File: src/rtl/kpi_ram.sv
// Generic single-write, single-read RAM with registered read data.
// No dependencies.
module kpi_ram #(
  parameter int WIDTH = 8,
  parameter int DEPTH = 2
) (
  input  logic                     clk,
  input  logic                     we,
  input  logic [$clog2(DEPTH)-1:0] waddr,
  input  logic [WIDTH-1:0]         wdata,
  input  logic [$clog2(DEPTH)-1:0] raddr,
  output logic [WIDTH-1:0]         rdata
);

  logic [WIDTH-1:0] mem [DEPTH];

  always_ff @(posedge clk) begin
    if (we) begin
      mem[waddr] <= wdata;
    end
    rdata <= mem[raddr];
  end

endmodule
File: config.mk
export PLATFORM = sky130hd
export DESIGN_NAME = kpi_ram
export DESIGN_NICKNAME = d
export VERILOG_FILES = /design/src/rtl/kpi_ram.sv
export SDC_FILE = /design/constraint.sdc
export NUM_CORES = 1
export LEC_CHECK = 0
export BUFFER_PORTS_ARGS = -buffer_cell sky130_fd_sc_hd__buf_2
export CORE_MARGIN = 2
export CORE_UTILIZATION = 55
export CTS_BUF_LIST = sky130_fd_sc_hd__clkbuf_4 sky130_fd_sc_hd__clkbuf_8
export DETAILED_ROUTE_END_ITERATION = 10
export GPL_TIMING_DRIVEN = 0
export PLACE_DENSITY_LB_ADDON = 0.05
export SETUP_SLACK_MARGIN = 0.2
export SLEW_MARGIN = 20
export SYNTH_ARGS = -nofsm -noshare
export SYNTH_HDL_FRONTEND = slang
export SYNTH_SLANG_ARGS = --single-unit
export TNS_END_PERCENT = 10
File: constraint.sdc
create_clock -name clk -period 2.2 [get_ports clk]
set_clock_uncertainty 0.2 [all_clocks]
set_input_delay 0 -clock clk [delete_from_list [all_inputs] [get_ports clk]]
set_output_delay 0 -clock clk [all_outputs]
set_load 0.005 [all_outputs]
==> results of run 1 <==
[final timing paths]
check                               start   endpoint  cells after the start
worst min-delay path                   we  mem[0][3]                      2
worst max register to register  mem[1][0]   rdata[0]                      1
worst min register to register  mem[0][5]   rdata[5]                      1
worst max-delay path                waddr  mem[0][4]                      3
[kinds of logic (layout without fill, tap and decap cells)]
| kind of cell | after synthesis | after routing | synth area share, % |
|---|---|---|---|
| flops | 24 | 24 | 81.7 |
| mux | 8 | 8 | 15.3 |
| buf+inv | 1 | 33 | 1.44 |
| simple gates | 2 | 2 | 1.60 |
[cell type report]
type,count,area (µm²)
Clock buffer,4,30.0
Timing Repair Buffer,28,190
Tap cell,15,18.8
Fill cell,66,294
Buffer,1,11.3
Multi-Input combinational cell,10,133
Sequential cell,24,641
[repair_timing]
action	CTS	global route
hold buffers	10	0
endpoints found under the setup margin	0	0
gates resized for setup	0	0
endpoints found under the hold margin	32	0
[layer usage]
layer	GRT usage (%)	vias up	share of wire, %
li1	-	191	-
met4	1.94	0	0
met3	3.91	0	3.2
met2	29.7	12	60
met5	0	-	0
met1	14.6	180	36
[power by group]
part / internal, µW / switching [µW]
Clock: 82.9 / 118
Combinational: 48.5 / 25.9
Sequential: 516 / 8.30
Total: 648 / 152
[flip-flops by register name, indices dropped and copies added (netlist names)]
| name | flops |
|---|---|
| mem | 16 |
| rdata | 8 |
[synth_stat cells, drive strengths merged]
library cell and number:
edfxtp 16, dfxtp 8, mux2 8, and2 1, buf 1, nor2b 1
[per-stage QoR]
step	power, µW	hold WS, ps	worst slack [ps]	utilization (%)
finish	800	33.1	738	77.7
global route	835	39.8	683	77.7
CTS	800	37.6	744	77.7
detailed placement	596	-6.90	959	67.8
global placement	591	-13.1	1000	67.8
floorplan	567	-101	1210	-
[layout by cell type (no fill, tap or decap), drive strengths merged]
| master | Yosys | layout |
|---|---|---|
| dlygate4sd3 | 0 | 10 |
| dfxtp | 8 | 8 |
| buf | 1 | 19 |
| and2 | 1 | 1 |
| clkbuf | 0 | 4 |
| edfxtp | 16 | 16 |
| nor2b | 1 | 1 |
| mux2 | 8 | 8 |
==> metrics.md, run 1 <==
| Metric | Value |
|---|---|
| Fmax | ~700 MHz |
| Row count | 13 |
| Vias in the first global route | 428 |
| CP required | 1940 ps |
| Placed Instances | 68 |
| Worst path max stage delay | 540 ps |
| Mapped Cells | 35 |
| H-tree levels | 1 |
| First-pass GRT wire length | approximately 1800 µm |
| CTS root buffer | clkbuf_4 |
| Largest net degree at the start of global routing | 14 |
| Diode count | 0 |
| Vias/cell | 4.67 |
| Post-Syn Area | between 700 and 800 µm² |
| Nets | 80 |
| CP Data Arrival Time | approximately 1200 ps |
| Worst-margin pin slew | just under 700 ps |
| Synthesis Warnings | 0 |
| Crit end category | flop |
| Net count after synthesis | 47 |
| Top post-synthesis cells by area | edfxtp_1 61%, dfxtp_1 20%, mux2_4 15%, buf_6 1.4%, and2_1 0.80% |
| Detailed-route DRC error count | 0 |
| Worst-path maximum fanout | 8 |
| Avg Cell Area, Syn | roughly 22 µm² |
| Drt initial violations | 5 |
| GRT Total Usage | 14.6% |
| TritonCTS clock tree | yes |
| TNS Setup | 0 ps |
| Worst path cell trace | dlygate4sd3_1 -> buf_2 -> nor2b_1 |
| Post-synth top area cell | edfxtp_1 |
| Hold Vio Cnt, Final | 0 |
| Clk slew on worst S/H paths | 130 ps |
| Post-DRT Antenna Nets | 0 |
| Final period utilization | around 66% |
| Register area share after synthesis | approximately four fifths |
| Slew margin rel. | 54.1% |
| Die Wd | ~42 µm |
| Critical-path top delay cell | dlygate4sd3_1 |
| Placed instance area | between 800 and 900 µm² |
| Buf/Inv on CP | 2 |
| Yosys reg bits | 24 |
| Layout cell share with drive strength beyond 1 | between 40% and 50% |
| Total setup buffers inserted after CTS | 0 |
| Leakage | about 0.00043 µW |
| Placer Congestion | between 0.5 and 0.6 |
| Setup CP Type | input port to flop |
| I/O pin count | 20 |
| Outcome | finished, final reports clean |
| Initial Utilization | between 50 and 60% |
| Core area | roughly 1300 µm² |
| Total Wirelength | 1120 µm |
| Clk buf depth | 2 |
| Final std cells w/o fill | a little over 80 |
| Max-cap violations | 0 |
| Area added between synthesis and finish | 30.5% |
| Port buffer count | 18 |
| Final instance area | roughly 1000 µm² |
| Cell family with most CP delay | buffers and inverters |
| Slew Limit Fails | 0 |
| DR WL/cell | between 10 and 15 µm |
| Die Footprint | roughly 1700 µm² |
| Sink Count | 24 |
| # setup viols final | 0 |
| Via count | roughly 380 |
| HP Class | input port to flop |
| Clk_lat worst skew | 300 ps |
| Power Density | 781 nW/µm² |
| CP startpoint kind | input port |
| R2r setup slk | roughly 1200 ps |
| VDD IR-drop max | about 0.0005 V |
| CTS buffer count | 3 |
| RSZ-0062 raised after global routing | false |
| Antenna violations before repair | 0 |
| Grt ovf | 0 |
| Netlist cell types | 6 |
| Die height | roughly 42 µm |
| Pre-antenna DRT Iters | 2 |
| Minimum clock period | between 1000 and 1500 ps |
| Synth top area share | roughly three fifths |
No activity file was read; power rests on OpenSTA's default activity.
==> run 2: changes to the inputs <==
- CORE_UTILIZATION: 55 -> 52
- clock period: 2.2 -> 1.4 ns (I/O delays scaled with it)
==> run 2 against run 1 <==
Against the previous run: the run now ends with negative hold slack left; clock power grew 35%; critical path type unchanged; design area down 1.6%; largest cell class unchanged; sequential share of layout area rose by 1.0 points; flip-flop and latch count stayed put; global-route usage down 2.2 points; sequential power is 57% higher; die area rose by 5.2%.
==> metrics.md, run 2 (synthesis results as in run 1) <==
| Metric | Value |
|---|---|
| Layout cell share with drive strength beyond 1 | ~46% |
| Nets | 79 |
| RSZ-0062 raised after global routing | false |
| Slew margin rel. | 50.6% |
| Max FFs per register | 16 |
| Grt ovf | 0 |
| Worst path cell trace | dlygate4sd3_1 -> buf_6 -> mux2_4 |
| Worst path max stage delay | ~540 ps |
| CP required | between 1000 and 1500 ps |
| Slew Limit Fails | 0 |
| DR WL/cell | roughly 12 µm |
| Row count | 14 |
| Seq. cell area | 641 µm² |
| RR Startpoint | mem[0][6] |
| VDD IR-drop max | 0.000605 V |
| Worst Min Path Start | waddr |
| CP Data Arrival Time | 1010 ps |
| Setup CP Type | input port to flop |
| Violated checks | negative hold slack |
| Tot Pwr | approximately 1200 µW |
| HP Class | input port to flop |
| TritonCTS clock tree | yes |
| Area occupied by multi-input gates | around 130 µm² |
| Sink Count | 24 |
| Hold buffers post-CTS | 9 |
| Most common cell after layout, fill and taps aside | buf_2 |
| # setup viols final | 0 |
| Max-cap violations | 0 |
| Clk slew on worst S/H paths | 110 ps |
| Fmax | roughly 980 MHz |
| Outcome | finished, violations left |
| Worst-margin pin slew | between 700 and 800 ps |
| Port buffer count | 18 |
| H-tree levels | 1 |
| Diode count | 0 |
| Vias/cell | between 4 and 5 |
| Die Wd | approximately 43 µm |
| Total Wirelength | 1010 µm |
| Vias in the first global route | 436 |
| Placer Congestion | between 0.6 and 0.7 |
| Final instance area | about 1000 µm² |
| Placed instance area | 895 µm² |
| Core area | between 1000 and 1500 µm² |
| Top reg by flops | mem |
| Worst hold margin | -54.6 ps |
| Die height | ~43 µm |
| Fillers | 100 |
| Area added between synthesis and finish | 28.4% |
| Power Density | around 1200 nW/µm² |
| Setup crit start | raddr |
| TNS Setup | 0 ps |
| Final std cells w/o fill | 81 |
| Final period utilization | 73.0% |
| Placed Instances | 69 |
| Biggest regs | mem: 16 flops, rdata: 8 flops |
| Initial Utilization | about 54% |
| CP startpoint kind | input port |
| Clk_lat worst skew | between 200 and 300 ps |
| DP HPWL | 686 µm |
| Largest net degree at the start of global routing | 13 |
| I/O pin count | 20 |
| Hold Vio Cnt, Final | 8 |
| Critical-path top delay cell | dlygate4sd3_1 |
| Minimum clock period | about 1000 ps |
| Cell family with most CP delay | buffers and inverters |
| Post-DRT Antenna Nets | 0 |
| Antenna violations before repair | 0 |
| CTS root buffer | clkbuf_4 |
| Most frequent cells in the layout | 18 x buf_2, 16 x edfxtp_1, 9 x dlygate4sd3_1 |
| Pre-antenna DRT Iters | 1 |
| Crit end category | flop |
| Buf/Inv on CP | 2 |
| CTS buffer count | 3 |
| Total setup buffers inserted after CTS | 0 |
| Leakage | around 0.00042 µW |
| Clk buf depth | 2 |
| Cts repair resizes | 0 |
| Die Footprint | around 1800 µm² |
| GRT Total Usage | between 10% and 20% |
| Detailed-route DRC error count | 0 |
| Via count | roughly 380 |
| Worst-path maximum fanout | 8 |
| Drt initial violations | 0 |
| First-pass GRT wire length | between 1500 and 2000 µm |
==> run 2: changes by cell type in the layout (fill, tap and decap cells not counted) <==
cell           delta
dlygate4sd3_1     -1
clkbuf_4          -1
==> run 2: metal layers <==
| layer | wire length, µm | global-route usage [%] | vias to the layer above | share of wire, % |
|---|---|---|---|---|
| met5 | 0 | 0 | - | 0 |
| met4 | 0 | 3.75 | 0 | 0 |
| met3 | 47 | 2.55 | 0 | 4.7 |
| met2 | 606 | 26.4 | 12 | 60 |
| met1 | 351 | 10.8 | 179 | 35 |
| li1 | - | - | 191 | - |
==> run 2: final timing paths <==
| check | endpoint | cells after the start | slack, ps |
|---|---|---|---|
| worst min register to register | rdata[4] | 1 | 280 |
| worst max register to register | rdata[6] | 1 | 440 |
| worst min-delay path | mem[0][3] | 2 | -50 |
| worst max-delay path | rdata[5] | 3 | 380 |
==> run 2: layout make-up <==
type	instances	area share [%]
sequential	24	63.6
multi-input combinational	10	13.2
timing repair buffer	27	17.9
buffer	1	1.12
clock buffer	3	2.24
tap	16	1.99
==> run 2: report_power, final <==
| group | switching, µW | internal (µW) | total (µW) |
|---|---|---|---|
| combinational | 39.8 | 74.3 | 114 |
| clock | 172 | 100 | 272 |
| sequential | 12.4 | 811 | 824 |
==> run 2: through the flow <==
stage / util (%) / setup WS, ps
final: 69.3 / 378
after global placement: 61.5 / 198
after global routing: 69.3 / 368
after floorplan: - / 407
after detailed placement: 61.5 / 123
after CTS: 69.3 / 382
==> run 3: changes to the inputs <==
- ABC_AREA: unset -> 1
- CORE_UTILIZATION: 52 -> 47
- clock period: 1.4 -> 0.9 ns (I/O delays scaled with it)
==> run 3 against run 2 <==
Against the previous run: the flow finishes with violations (negative hold slack, negative setup slack); sequential power up 55%; critical path depth is 2 lower; power grew 53%; clock power rose by 60%; via count is 11% higher; setup slack worse by 420 ps.
==> metrics.md, run 3 <==
| Metric | Value |
|---|---|
| Biggest regs | mem: 16 flops, rdata: 8 flops |
| Number of synthesized flops with an enable pin | 16 |
| Post-synth top area cell | edfxtp_1 |
| Diode count | 0 |
| Die Footprint | roughly 2000 µm² |
| Switching Share | between 20% and 30% |
| DR WL/cell | roughly 11 µm |
| Clk_lat worst skew | around 300 ps |
| H-tree levels | 1 |
| Buf/Inv on CP | 1 |
| Clk slew on worst S/H paths | approximately 120 ps |
| Largest net degree at the start of global routing | 13 |
| # setup viols final | 8 |
| Worst-margin pin slew | ~250 ps |
| Max-cap violations | 0 |
| Initial Utilization | between 50% and 60% |
| Synth top area share | 63.2% |
| Pre-antenna DRT Iters | 2 |
| Drt initial violations | 9 |
| Final core occ | between 60% and 70% |
| Post-DRT Antenna Nets | 0 |
| Crit end category | primary output |
| Leakage | between 0.0003 and 0.0004 µW |
| Port buffer count | 18 |
| Vias/cell | around 4.7 |
| Worst path max stage delay | between 300 and 400 ps |
| Antenna violations before repair | 0 |
| Row count | 14 |
| Top reg by flops | mem |
| Yosys reg bits | 24 |
| Slew margin rel. | between 80% and 90% |
| Register area share after synthesis | between 80% and 90% |
| Worst path cell trace | buf_2 |
| RSZ-0062 raised after global routing | true |
| Outcome | finished, violations left |
| Mapped Cells | 54 |
| Top post-synthesis cells by area | edfxtp_1 63%, dfxtp_1 21%, nand2_1 12%, buf_6 1.5%, inv_1 0.99% |
| Reg power frac | approximately 69% |
| Setup CP Type | flop to primary output |
| Most frequent cells in the layout | 25 x nand2_1, 18 x buf_2, 16 x edfxtp_1 |
| First-pass GRT wire length | roughly 1700 µm |
| Layout cell share with drive strength beyond 1 | between 30% and 40% |
| Placed Instances | a little under 90 |
| Avg Cell Area, Syn | between 10 and 15 µm² |
| Final std cells w/o fill | around 90 |
| Worst hold margin | -324 ps |
| Main flop type after synthesis | edfxtp_1 |
| Critical-path top delay cell | dfxtp_2 |
| Cell family with most CP delay | flip-flops |
| Final period utilization | 104% |
| Placer Congestion | roughly 0.65 |
| CTS root buffer | clkbuf_4 |
| CTS buffer count | 3 |
| TritonCTS clock tree | yes |
| Pint | 1480 µW |
| TNS Setup | -232 ps |
| Slew Limit Fails | 0 |
| Count leader, synth | nand2_1 |
| Post-synthesis async set-or-reset flop share | 0% |
| Combinational cell fraction of total power | 7.2% |
| Sink Count | 24 |
| Detailed-route DRC error count | 0 |
| Grt ovf | 0 |
| Die height | roughly 44 µm |
| Worst-path maximum fanout | 1 |
| Psw | 371 µW |
| DP HPWL | roughly 700 µm |
| Minimum clock period | 939 ps |
| I/O pin count | 20 |
| CP startpoint kind | flop |
| Area added between synthesis and finish | 20.2% |
| Commonest cells in the netlist | 25 x nand2_1, 16 x edfxtp_1, 8 x dfxtp_1 |
| Setup slack after layout | -39.3 ps |
| Netlist cell types | 7 |
| Vias in the first global route | 406 |
| CP required | 700 ps |
| HP Class | input port to flop |
| VDD IR-drop max | 0.00114 V |
| Placed instance area | 886 µm² |
| Via count | around 430 |
| Fmax | around 1100 MHz |
| GRT met3 Usage | roughly 2.4% |
| Die Wd | ~44 µm |
| Nets | 89 |
| Most common cell after layout, fill and taps aside | nand2_1 |
| CP Data Arrival Time | 740 ps |
| Max FFs per register | 16 |
| Core area | ~1500 µm² |
| Net count after synthesis | 66 |
| Final instance area | about 910 µm² |
| Clock power share | between 20% and 30% |
| GR Util met2 | 20.6% |
| Clk buf depth | 2 |
| GRT Total Usage | roughly an eighth |
| M1 GR Usage | ~15% |
| Grt peak-use layer | met2 |
| Power Density | 2020 nW/µm² |
| Violated checks | negative hold slack, negative setup slack |
| Total Wirelength | around 1000 µm |
| Synthesis Warnings | 0 |
| Post-Syn Area | roughly 760 µm² |
| Hold Vio Cnt, Final | 32 |
run 3: cell types whose count changed after synthesis:
cell and delta:
nor2b_1 -1, nand2_1 +25, mux2_4 -8, inv_1 +2
inv_2 +1, and2_1 -1, nor2_1 +1
run 3: final timing paths:
path	from	endpoint	slack (ps)	cells past startpoint
max	rdata[5]	rdata[5]	-40	1
min	wdata[7]	mem[0][7]	-320	1
max reg2reg	mem[1][2]	rdata[2]	100	2
min reg2reg	mem[0][5]	rdata[5]	250	2
run 3: cell families after synthesis:
group / Yosys count / share of synthesized area, %
and+or+nand+nor: 26 / 12.8
buffers and inverters: 4 / 2.96
DFF: 24 / 84.2
run 3: area by class of cell:
cell class              count  area, µm²
plain buffers               1       11.3
clock buffers               3       22.5
inverters                   3       22.5
flip-flops and latches     24        643
multi-input cells          26        105
repair buffers             18       90.1
fillers                   114        592
well taps                  16       20.0
run 3: through the flow:
step                setup WS, ps  hold WS (ps)  power [µW]
global route               -75.8          -336        1940
detailed placement          -128         -8.94        1440
CTS                        -41.3          -328        1860
finish                     -39.3          -324        1850
global placement            -112         -12.7        1430
floorplan                    159          -101        1360
run 3: repair_timing:
action / in CTS / in global routing
hold endpoints to repair: 32 / 32
setup endpoints to repair: 16 / 24
setup buffers: 0 / 0
gates resized for setup: 0 / 3
pin swaps: 11 / 13
run 3: metal layers:
layer | vias up | wire, µm
li1 | 218 | -
met1 | 191 | 405
met2 | 14 | 535
met3 | 2 | 68
met4 | 0 | 7
met5 | - | 0
run 3: power by group through the flow:
stage	registers (µW)	clock network, µW	logic, µW
after global routing	1290	498	153
after global placement	1300	0	131
after CTS	1280	448	134
final	1280	436	133
after detailed placement	1300	0	134
after floorplan	1310	0	55.6
